$ cat src/hdl/qte_pkg.sv
// ----------------------------------------------------------------------------
// qte_pkg: shared types and constants
// Widths, angle constants, the arctangent step table, the payload structs
// and the helper functions of the quaternion to Euler angle unit.
// ----------------------------------------------------------------------------
package qte_pkg;

    localparam int QUAT_WIDTH = 16;
    localparam int CORE_W = (QUAT_WIDTH > 24) ? 24 : QUAT_WIDTH;
    localparam int DROP_W = QUAT_WIDTH - CORE_W;
    localparam int PROD_W = 2 * CORE_W;
    localparam int SUM_W = 2 * CORE_W + 2;
    localparam int MAG_W = (SUM_W > 32) ? SUM_W : 32;
    localparam int LEAD_W = $clog2(MAG_W);
    localparam int NORM_MSB = 29;
    localparam int NORM_W = 31;
    localparam int ROOT_W = 31;
    localparam int ROOT_SHIFT_MSB = 30;
    localparam int CORD_W = 34;
    localparam int ANGLE_W = 33;
    localparam int SQ_W = 63;
    localparam int SQRT_STEPS = 32;
    localparam int CORDIC_STAGES_DEF = 16;
    localparam int ATAN_TAB_LEN = 24;
    localparam int DEG_K_W = 30;
    localparam int DEG_PROD_W = ANGLE_W + DEG_K_W;
    localparam int OUT_W = 16;
    localparam int RAD_LIMIT = 25736;
    localparam int DEG_LIMIT = 23040;
    localparam int FULL_TURN = 46080;

    typedef logic signed [ANGLE_W-1:0] angle_t;
    typedef logic [MAG_W-1:0] mag_t;
    typedef logic signed [SUM_W-1:0] sum_t;

    localparam angle_t ANG_PI = 33'sd3373259426;
    localparam angle_t ANG_HALF_PI = 33'sd1686629713;
    localparam logic signed [DEG_K_W-1:0] DEG_K = 30'sd480631834;

    localparam angle_t ATAN_TAB [ATAN_TAB_LEN] = '{
        33'sh03243F6A8, 33'sh01DAC6705, 33'sh00FADBAFC, 33'sh007F56EA6,
        33'sh003FEAB76, 33'sh001FFD55B, 33'sh000FFFAAA, 33'sh0007FFF55,
        33'sh0003FFFEA, 33'sh0001FFFFD, 33'sh0000FFFFF, 33'sh00007FFFF,
        33'sh00003FFFF, 33'sh00001FFFF, 33'sh00000FFFF, 33'sh000007FFF,
        33'sh000003FFF, 33'sh000001FFF, 33'sh000000FFF, 33'sh0000007FF,
        33'sh0000003FF, 33'sh0000001FF, 33'sh0000000FF, 33'sh00000007F
    };

    typedef struct packed {
        logic signed [QUAT_WIDTH-1:0] q_real;
        logic signed [QUAT_WIDTH-1:0] q_i;
        logic signed [QUAT_WIDTH-1:0] q_j;
        logic signed [QUAT_WIDTH-1:0] q_k;
    } quat_t;

    typedef struct packed {
        logic signed [OUT_W-1:0] yaw_angle;
        logic signed [OUT_W-1:0] pitch_angle;
        logic signed [OUT_W-1:0] roll_angle;
        logic [OUT_W-1:0]        heading_angle;
    } euler_t;

    typedef struct packed {
        logic neg_x;
        logic neg_y;
        logic zero_x;
        logic zero_y;
    } atan_flags_t;

    typedef struct packed {
        logic signed [CORD_W-1:0] x;
        logic signed [CORD_W-1:0] y;
        angle_t                   z;
    } cordic_t;

    function automatic mag_t magnitude(sum_t v);
        logic [SUM_W-1:0] raw;
        logic [SUM_W-1:0] u;
        raw = v;
        u = raw[SUM_W-1] ? (~raw + 1'b1) : raw;
        return MAG_W'(u);
    endfunction

    function automatic logic [LEAD_W-1:0] lead_one(mag_t v);
        logic [LEAD_W-1:0] p;
        p = '0;
        for (int i = 0; i < MAG_W; i++)
        begin
            if (v[i])
            begin
                p = LEAD_W'(i);
            end
        end
        return p;
    endfunction

endpackage

$ cat src/hdl/qte_sqrt_cell.sv
// ----------------------------------------------------------------------------
// qte_sqrt_cell: one step of the integer square root
// Tries one result bit against the remainder and hands remainder and
// partial root to the next cell.
// ----------------------------------------------------------------------------
module qte_sqrt_cell #(
    parameter int STEP = 0
) (
    input  logic                       clk,
    input  logic                       en,
    input  logic [qte_pkg::SQ_W-1:0]   v_in,
    input  logic [qte_pkg::SQ_W-1:0]   r_in,
    output logic [qte_pkg::SQ_W-1:0]   v_out,
    output logic [qte_pkg::SQ_W-1:0]   r_out
);

    localparam logic [qte_pkg::SQ_W-1:0] BIT_VAL =
        qte_pkg::SQ_W'(1) << (2 * (qte_pkg::SQRT_STEPS - 1 - STEP));

    logic [qte_pkg::SQ_W:0]   trial;
    logic [qte_pkg::SQ_W-1:0] v_next;
    logic [qte_pkg::SQ_W-1:0] r_next;
    logic [qte_pkg::SQ_W-1:0] v_reg;
    logic [qte_pkg::SQ_W-1:0] r_reg;

    always_comb
    begin
        trial = {1'b0, r_in} + {1'b0, BIT_VAL};
        if ({1'b0, v_in} >= trial)
        begin
            v_next = v_in - trial[qte_pkg::SQ_W-1:0];
            r_next = (r_in >> 1) + BIT_VAL;
        end
        else
        begin
            v_next = v_in;
            r_next = r_in >> 1;
        end
    end

    always_ff @(posedge clk)
    begin
        if (en)
        begin
            v_reg <= v_next;
            r_reg <= r_next;
        end
    end

    assign v_out = v_reg;
    assign r_out = r_reg;

endmodule

$ cat config.mk
export PLATFORM = sky130hd
export DESIGN_NAME = qte_sqrt_cell
export DESIGN_NICKNAME = d
export VERILOG_FILES = /design/src/hdl/qte_pkg.sv /design/src/hdl/qte_sqrt_cell.sv
export SDC_FILE = /design/constraint.sdc
export NUM_CORES = 1
export LEC_CHECK = 0
export ABC_AREA = 1
export BUFFER_PORTS_ARGS = -buffer_cell sky130_fd_sc_hd__buf_2
export CAP_MARGIN = 20
export CORE_MARGIN = 2
export CORE_UTILIZATION = 40
export DETAILED_ROUTE_END_ITERATION = 10
export PLACE_DENSITY = 0.73
export SLEW_MARGIN = 0
export SYNTH_ARGS = -nofsm -noshare
export SYNTH_HDL_FRONTEND = slang
export SYNTH_SLANG_ARGS = --single-unit
$ cat constraint.sdc
create_clock -name clk -period 2.2 [get_ports clk]
set_clock_uncertainty 0.15 [all_clocks]
set_input_delay 0.22 -clock clk [delete_from_list [all_inputs] [get_ports clk]]
set_output_delay 0.22 -clock clk [all_outputs]
set_load 0.05 [all_outputs]
# Yosys cells after proc, flatten, opt, wreduce, memory -nomap -nowiden
# Index checks and enable logic that the tools add are counted.
# Widths: inputs -> output; s select.
[word_totals] reg_bits=126 word_cells=9 output_inout_bits=126 in_bits=128
[classes] n_addsub=3 n_mux=2 magnitude_cmp=1
[ops] op="$add 63x63->64 const B" count=1
[ops] op="$ge 63x64->1" count=1
[ops] op="$add 62x63->63 const B" count=1
[ops] op="$mux 63" count=1
[ops] op="$sub 63x63->63" count=1
[ops] op="$mux 62" count=1

# Logic depth before layout (Yosys ltp)
# Gate-level depths: netlist (run 1).
[depth] word_depth=3 ltp_mapped=18 ltp_nobuf=17

# Worst setup path after synthesis (run 1)
# No wires, ideal clock.
[synth_timing] kind="input to register" from="in v_in[0] (netlist bit)" to="reg v_reg (netlist bit v_out[47]), data pin" path_buffers=1 path_stages=16 setup_ps=253 arrival_time_ps=1940 t_required_ps=1797 path_slack_ps=-143 path_cell_list="inv_1 -> ha_1 -> fa_1 -> inv_1 -> nand2_1 -> nand2_1 -> nand3_1 -> nand2_1 -> nand2_1 -> nand2_1 -> nand2_1 -> nand2_1 -> o21ai_2 -> clkbuf_1 -> nand3_1 -> nand2_1"
[synth_via] elab_chain_cells=2 elab_cells_between_ends=3 classes_between="add/sub: 1; order compare: 1; mux: 1"
[synth_rtl] element="start, declared" line="qte_sqrt_cell.sv:11" source="input logic [qte_pkg::SQ_W-1:0] v_in,"
[synth_rtl] element="$sub 63x63->63 or $ge 63x64->1 (tied branches)" line="qte_sqrt_cell.sv:31, qte_sqrt_cell.sv:29"
[synth_rtl] element="$mux 63 (*)" line="qte_sqrt_cell.sv:29" source="if ({1'b0, v_in} >= trial)"
[synth_rtl] element="via v_next, one bit" line="qte_sqrt_cell.sv:21" source="logic [qte_pkg::SQ_W-1:0] v_next;"
[synth_rtl] element="end signal, assigned" line="qte_sqrt_cell.sv:45" source="v_reg <= v_next;"
[synth_rtl] element="end, declared" line="qte_sqrt_cell.sv:23" source="logic [qte_pkg::SQ_W-1:0] v_reg;"
# Mark *: on every way through the listed nets, which the timed path passes. The rest lies on a longest branch.
# A chain may end at the register's enable or synchronous reset.

# Final worst setup path (run 1)
[layout_timing] from="in v_in[41] (netlist bit)" to="reg v_reg (netlist bit v_out[36]), data pin"
[layout_via] elab_chain_cells=2
[layout_rtl] element="$ge 63x64->1" line="qte_sqrt_cell.sv:29"
[layout_rtl] element="$mux 63" line="qte_sqrt_cell.sv:29"
[layout_rtl] element="via v_next, one bit" line="qte_sqrt_cell.sv:21"
# The timed path passes the listed nets, and every way through them passes these cells.

==> results of run 1 <==
-- synth_stat cells, drive strengths merged, types with 8 or more instances --
cell	count	area, sq um
nand3	150	756
edfxtp	126	3780
clkbuf	8	30.0
a21oi	36	184
nor2	114	433
xor2	30	263
nand2	692	2600
ha	64	801
nand4	18	113
nor3	8	40.0
buf	11	86.3
inv	399	1500
-- through the flow --
stage | instances | hold slack, ns
2_1_floorplan | 1682 | 0.169
3_3_place_gp | 2556 | 0.261
3_5_place_dp | 2556 | 0.263
4_1_cts | 2687 | 0.00105
5_1_grt | 2695 | 0.0189
6_report | 2695 | 0.0112
-- placed cells by master (no fill, tap or decap), drive strengths merged, types with 7 or more instances in the layout --
master,Yosys,routed
buf,11,559
nor2,114,114
nand3,150,150
edfxtp,126,126
inv,399,401
nor3,8,8
ha,64,64
a21oi,36,36
clkinv,1,7
clkbuf,8,19
dlygate4sd3,0,99
xor2,30,30
nand2,692,692
nand4,18,18
-- logic make-up (layout without fill, tap and decap cells) --
logic type,Yosys count,after routing,share of synthesized area [%]
AND/OR/NAND/NOR,998,998,37.7
buffers and inverters,419,1091,15.0
flip-flops,126,126,35.1
adder cells (fa/ha/maj),65,65,7.61
AO/OA/AOI/OAI,44,44,2.16
XOR/XNOR,30,30,2.44
-- sequential cells by signal, indices dropped and copies added (netlist names) --
register and count:
r_out 63, v_out 63
-- critical path, stage by stage --
cell and delay (ns):
sky130_fd_sc_hd__buf_2 0.11, sky130_fd_sc_hd__ha_1 0.33, sky130_fd_sc_hd__nand2_1 0.14, sky130_fd_sc_hd__nor2_1 0.05
sky130_fd_sc_hd__buf_4 0.15, sky130_fd_sc_hd__nand2_2 0.11, sky130_fd_sc_hd__inv_1 0.07, sky130_fd_sc_hd__nand2_1 0.08
sky130_fd_sc_hd__nand2_2 0.08, sky130_fd_sc_hd__a21oi_4 0.19, sky130_fd_sc_hd__nand3_4 0.15, sky130_fd_sc_hd__buf_12 0.18
sky130_fd_sc_hd__buf_12 0.14, sky130_fd_sc_hd__nand3_1 0.08, sky130_fd_sc_hd__nand2_1 0.09
-- power groups by stage --
stage	registers (mW)	logic (mW)	clock network, mW
2_1_floorplan	3.88	1.33	0
3_3_place_gp	3.04	3.71	0
3_5_place_dp	3.04	3.75	0
4_1_cts	2.99	3.90	2.69
5_1_grt	3.01	4.48	2.76
6_report	3.00	4.16	2.67
-- timing repair --
item	in CTS	in global routing
pin swaps	1	15
gates resized for setup	6	134
hold buffers	99	0
endpoints found under the hold margin	99	0
endpoints found under the setup margin	63	64
gates cloned	0	2
setup buffers	1	6
-- layer usage --
metal  vias to the layer above  GRT usage (%)  part of all wire (%)
li1                       6434              -                     -
met3                        60           4.51                   6.0
met5                         -              0                     0
met2                       478           51.5                    48
met4                         0           9.15                   2.5
met1                      5833           40.8                    44
-- path summary, 6_finish.rpt --
| kind | cells past startpoint | end | startpoint | slack, ns |
|---|---|---|---|---|
| setup / recovery | 15 | v_out[36] | v_in[41] | 0.05 |
| hold / removal | 3 | v_out[2] | v_in[2] | 0.01 |
-- area by class of cell --
type	count	area, sq um	share of cell area (%)
multi-input combinational	1137	6040	35.5
clock buffer	17	425	2.50
sequential	126	3780	22.3
clock inverter	14	97.6	0.574
inverter	400	1500	8.83
timing repair buffer	660	4730	27.8
tap	341	427	2.51
==> impl_results.rst, run 1 <==
.. list-table::
   :header-rows: 1

   * - Metric
     - Value
   * - Sequential share of the synthesized area
     - 35.1%
   * - Initial antenna violation count
     - 1
   * - Die Area
     - 28,300 sq um
   * - Clock buffer depth
     - 2
   * - Number of iterations in the first detailed-routing pass
     - 6
   * - Relative max-transition margin
     - 72.6%
   * - Number of max-slew violations in the final report
     - 0
   * - Arrival time at the worst endpoint
     - 2.17 ns
   * - Filler Cells Inserted
     - 2,412
   * - Layout cell share with drive strength beyond 1
     - 31.0%
   * - CTS tree
     - yes
   * - Count of boundary I/O pins
     - 254
   * - Number of warnings reported in the yosys synthesis log
     - 0
   * - Critical Path Fanout Max
     - 13
   * - CTS root buf
     - sky130_fd_sc_hd__clkbuf_16
   * - Status
     - finished clean
   * - Post-synthesis to final-layout area growth
     - 57.7%
   * - Setup TNS
     - 0 ns
   * - Number of antenna-violating nets in the routed design
     - 0
   * - Vias in the first global route
     - 12,400
   * - Detail-routed net length per standard cell
     - 16.7 um
   * - Slew at the pin with the worst max-slew slack
     - 0.411 ns
   * - Switching component of the power
     - 3.91 mW
   * - First DRT Iteration DRCs
     - 975
   * - Leftover overflow at the end of global routing
     - 0
   * - H-tree depth reported by CTS
     - 4
   * - Number of clock buffers inserted by TritonCTS
     - 17
   * - Tmin final
     - 2.15 ns
   * - Fin. Hold Viols
     - 0
   * - Average cell area after synthesis
     - 6.41 sq um
   * - Floorplan die height
     - 168 um
   * - Max Clock Freq
     - 464 MHz
   * - Yosys cell types
     - 30
   * - Post-Place Setup Slack
     - -0.552 ns
   * - Pin count of the biggest net entering global routing
     - 69
   * - Required time of the critical path
     - 2.21 ns
   * - Die Width
     - 168 um
   * - Kind of end point of the critical path
     - flop
   * - Flops & latches, synth
     - 126
   * - Ys flop type
     - sky130_fd_sc_hd__edfxtp_1
   * - Nets in the synthesized netlist
     - 1,875
   * - Port-buffer cells
     - 253
   * - EDFF count, synth
     - 126
   * - Post-place instance area
     - 14,700 sq um
   * - Fraction of registers with async set or reset after synthesis
     - 0%
   * - Worst Hold Class
     - input pin to flop
   * - End-of-flow core utilization
     - 63.6%
   * - Proportion of power drawn by combinational gates
     - 42.3%
   * - Number of vias in the routed layout
     - 12,800
   * - VDD IR max
     - 0.316 mV
   * - Number of clock sinks seen by CTS
     - 126
   * - Final routed wirelength across all metal layers
     - 45,100 um
   * - Relative contribution of the clock network to total power
     - 27.1%
   * - Initial cell density of the core
     - 40.3%
   * - Endpoints failing setup
     - 0
   * - Final instance area
     - 17,000 sq um
   * - Core Region
     - 26,700 sq um
   * - LEAKAGE
     - 9.65 nW
   * - Number of nets in the layout
     - 2,535
   * - Unrepaired setup endpoints after global routing
     - yes
   * - Routability-driven placement congestion ratio
     - 0.930
   * - Total number of placement rows
     - 60
   * - Internal Dissipation
     - 5.91 mW
   * - Max-cap viol count
     - 0
   * - Worst path setup slack after routing
     - 0.0455 ns
   * - Share of the clock period used by the worst path after layout
     - 97.9%
   * - Overall fraction of global-route tracks in use
     - 30.6%
   * - Clk slew on worst S/H paths
     - 0.06 ns
   * - Power share of the sequential group
     - 30.5%
   * - Post-DR vias/cell
     - 4.75
   * - DRC violations left
     - 0
   * - Number of antenna cells inserted
     - 0
   * - Half-perimeter wire length after detailed placement
     - 34,600 um
   * - Post-Syn Area
     - 10,800 sq um
   * - Synthesized netlist cell count
     - 1,682
   * - Critical path type
     - input pin to flop
   * - Global-route wire length before repair
     - 66,300 um
   * - Ratio of total power to cell area
     - 578 nW/um^2
   * - Switching part of the total power
     - 39.8%
   * - Startpoint class of the critical path
     - input pin
   * - Overall power
     - 9.82 mW
Power figures use the tool's default switching activity.
==> inputs of run 2 (changes only) <==
--- a/config.mk
+++ b/config.mk
@@ -8,6 +8,7 @@
 export ABC_AREA = 1
 export BUFFER_PORTS_ARGS = -buffer_cell sky130_fd_sc_hd__buf_2
 export CAP_MARGIN = 20
+export CORE_ASPECT_RATIO = 1.75
 export CORE_MARGIN = 2
 export CORE_UTILIZATION = 40
 export DETAILED_ROUTE_END_ITERATION = 10
==> run 2 against run 1 <==
Sequential cell count did not move; design area fell by 0.49%; worst hold slack barely moved; power rose by 2.5%; via count rose by 2.2%; sequential power barely moved; first-iteration DRC count fell by 7.4%; final cell count fell by 0.22%; largest cell class unchanged.
==> impl_results.rst, run 2 (synthesis gave the netlist of run 1 again) <==
.. list-table::
   :header-rows: 1

   * - Metric
     - Value
   * - Status
     - finished clean (unchanged)
   * - End-of-flow core utilization
     - 63.6% (about the same)
   * - Global-route wire length before repair
     - 67,800 um (was 66,300 um)
   * - Clock buffer depth
     - 2 (unchanged)
   * - DRC violations left
     - 0 (unchanged)
   * - Total number of placement rows
     - 79 (was 60)
   * - Floorplan die height
     - 221 um (was 168 um)
   * - Share of the clock period used by the worst path after layout
     - 98.9% (was 97.9%)
   * - Met1 Routed Length
     - 15,400 um (was 19,800 um)
   * - Cell repeated most along the worst path
     - sky130_fd_sc_hd__nand2_1 (unchanged)
   * - Post-place instance area
     - 14,800 sq um (was 14,700 sq um)
   * - Critical Path, Cell by Cell
     - buf_2 > inv_1 > ha_1 > nand2_1 > nor2_2 > buf_4 > nand2_1 > nand2_2 > inv_1 > nand2_1 > inv_1 > nand2_2 > buf_6 > o21ai_4 > buf_6 > clkbuf_16 > nand3_1 > nand2_1 (was buf_2 > ha_1 > nand2_1 > nor2_1 > buf_4 > nand2_2 > inv_1 > nand2_1 > nand2_2 > a21oi_4 > nand3_4 > buf_12 > buf_12 > nand3_1 > nand2_1)
   * - LEAKAGE
     - 9.71 nW (was 9.65 nW)
   * - Ratio of total power to cell area
     - 595 nW/um^2 (was 578 nW/um^2)
   * - Final routed wirelength across all metal layers
     - 46,800 um (was 45,100 um)
   * - Critical path type
     - input pin to flop (unchanged)
   * - Number of clock buffers inserted by TritonCTS
     - 17 (unchanged)
   * - Critical Path Fanout Max
     - 14 (was 13)
   * - Number of nets in the layout
     - 2,545 (was 2,535)
   * - Post-DR vias/cell
     - 4.87 (was 4.75)
   * - Leftover overflow at the end of global routing
     - 0 (unchanged)
   * - Number of vias in the routed layout
     - 13,100 (was 12,800)
   * - H-tree depth reported by CTS
     - 4 (unchanged)
   * - Number of iterations in the first detailed-routing pass
     - 7 (was 6)
   * - Core Region
     - 26,600 sq um (was 26,700 sq um)
   * - Required time of the critical path
     - 2.26 ns (was 2.21 ns)
   * - Post-synthesis to final-layout area growth
     - 56.9% (was 57.7%)
   * - Met3 wire len
     - 1720 um (was 2720 um)
   * - CP max stage delay
     - 0.35 ns (was 0.33 ns)
   * - Routability-driven placement congestion ratio
     - 1.03 (was 0.930)
   * - Port-buffer cells
     - 253 (unchanged)
   * - Count of boundary I/O pins
     - 254 (unchanged)
   * - VDD IR max
     - 0.521 mV (was 0.316 mV)
   * - Arrival time at the worst endpoint
     - 2.23 ns (was 2.17 ns)
   * - CTS tree
     - yes (unchanged)
   * - Layout cell share with drive strength beyond 1
     - 29.7% (was 31.0%)
   * - Setup TNS
     - 0 ns (unchanged)
   * - Pin count of the biggest net entering global routing
     - 61 (was 69)
   * - Kind of end point of the critical path
     - flop (unchanged)
   * - Detail-routed net length per standard cell
     - 17.4 um (was 16.7 um)
   * - Max-cap viol count
     - 0 (unchanged)
   * - Number of clock sinks seen by CTS
     - 126 (unchanged)
   * - Met2 WL post-DR
     - 25,800 um (was 21,400 um)
   * - Number of max-slew violations in the final report
     - 0 (unchanged)
   * - Tmin final
     - 2.18 ns (was 2.15 ns)
   * - Slowest cell on the critical path
     - sky130_fd_sc_hd__ha_1 (unchanged)
   * - Vias in the first global route
     - 13,300 (was 12,400)
   * - Unrepaired setup endpoints after global routing
     - yes (unchanged)
   * - Slew at the pin with the worst max-slew slack
     - 0.382 ns (was 0.411 ns)
   * - Worst Hold Class
     - input pin to flop (unchanged)
   * - Most common library cell in the layout ignoring fill and taps
     - sky130_fd_sc_hd__nand2_1 (unchanged)
   * - Max Clock Freq
     - 460 MHz (was 464 MHz)
   * - Top Metal Used
     - met4 (unchanged)
   * - Initial cell density of the core
     - 40.5% (was 40.3%)
   * - Final instance area
     - 16,900 sq um (was 17,000 sq um)
   * - Fin. Hold Viols
     - 0 (unchanged)
   * - Overall fraction of global-route tracks in use
     - 31.8% (was 30.6%)
   * - First DRT Iteration DRCs
     - 903 (was 975)
   * - Half-perimeter wire length after detailed placement
     - 35,700 um (was 34,600 um)
   * - Die Area
     - 28,300 sq um (about the same)
   * - CTS root buf
     - sky130_fd_sc_hd__clkbuf_16 (unchanged)
   * - Die Width
     - 128 um (was 168 um)
   * - Relative max-transition margin
     - 74.2% (was 72.6%)
   * - Leading cell types in the layout, fill and taps excluded
     - 660 x sky130_fd_sc_hd__nand2_1, 394 x sky130_fd_sc_hd__inv_1, 306 x sky130_fd_sc_hd__buf_4 (was 642 x sky130_fd_sc_hd__nand2_1, 394 x sky130_fd_sc_hd__inv_1, 297 x sky130_fd_sc_hd__buf_4)
   * - Initial antenna violation count
     - 0 (was 1)
   * - Startpoint class of the critical path
     - input pin (unchanged)
   * - Clk slew on worst S/H paths
     - 0.06 ns (about the same)
   * - Number of antenna cells inserted
     - 0 (unchanged)
   * - Number of antenna-violating nets in the routed design
     - 0 (unchanged)
   * - Endpoints failing setup
     - 0 (unchanged)
==> run 2: cell types whose count changed in the layout (fill, tap and decap cells not counted), sizes merged <==
| cell | change |
|---|---|
| dlygate4sd3 | -6 |
| buf | +14 |
| clkbuf | +3 |
| inv | -2 |
| clkinvlp | -2 |
| bufinv | +3 |
| clkinv | +1 |
==> run 2: worst paths after layout <==
check / startpoint / endpoint / cells after the start
setup / recovery: r_in[28] / v_out[31] / 18
hold / removal: v_in[54] / v_out[54] / 4
==> run 2: final cells by class <==
class | instances | area (sq um)
Clock buffer | 18 | 429
Inverter | 400 | 1500
Timing Repair Buffer | 670 | 4830
Tap cell | 324 | 405
Clock inverter | 14 | 150
Multi-Input combinational cell | 1137 | 5820
Sequential cell | 126 | 3780
Fill cell | 2344 | 9680
==> run 2: metrics by stage <==
step	power, mW	hold WS, ns	std cells	setup slack (ns)
2_1_floorplan	5.21	0.169	1682	0.00610
3_3_place_gp	6.84	0.261	2554	-0.538
3_5_place_dp	6.88	0.262	2554	-0.566
4_1_cts	9.88	0.00606	2679	0.0115
5_1_grt	10.5	0.0221	2689	-0.124
6_report	10.1	0.0110	2689	0.0247
==> run 2: metal layers <==
metal / vias to the layer above / global-route usage, %
li1: 6454 / -
met1: 5992 / 28.3
met2: 463 / 62.9
met3: 181 / 4.26
met4: 0 / 22.7
met5: - / 0
==> run 2: repair_timing <==
item	4_1_cts	5_1_grt
setup endpoints to repair	1	63
gates resized for setup	2	98
pin swaps	0	9
setup buffers	0	5
hold buffers	93	0
endpoints found under the hold margin	93	0
gates cloned	0	5
==> run 2: critical path: cells and delay by family <==
| family | cells | cell delay (ns) |
|---|---|---|
| AND/OR/NAND/NOR | 8 | 0.77 |
| adder cells (fa/ha/maj) | 1 | 0.35 |
| buffers and inverters | 8 | 0.81 |
| AO/OA/AOI/OAI | 1 | 0.07 |
==> run 2: power breakdown <==
group / internal [mW] / switching (mW)
combinational: 1.55 / 2.63
clock: 1.75 / 1.14
sequential: 2.93 / 0.0700
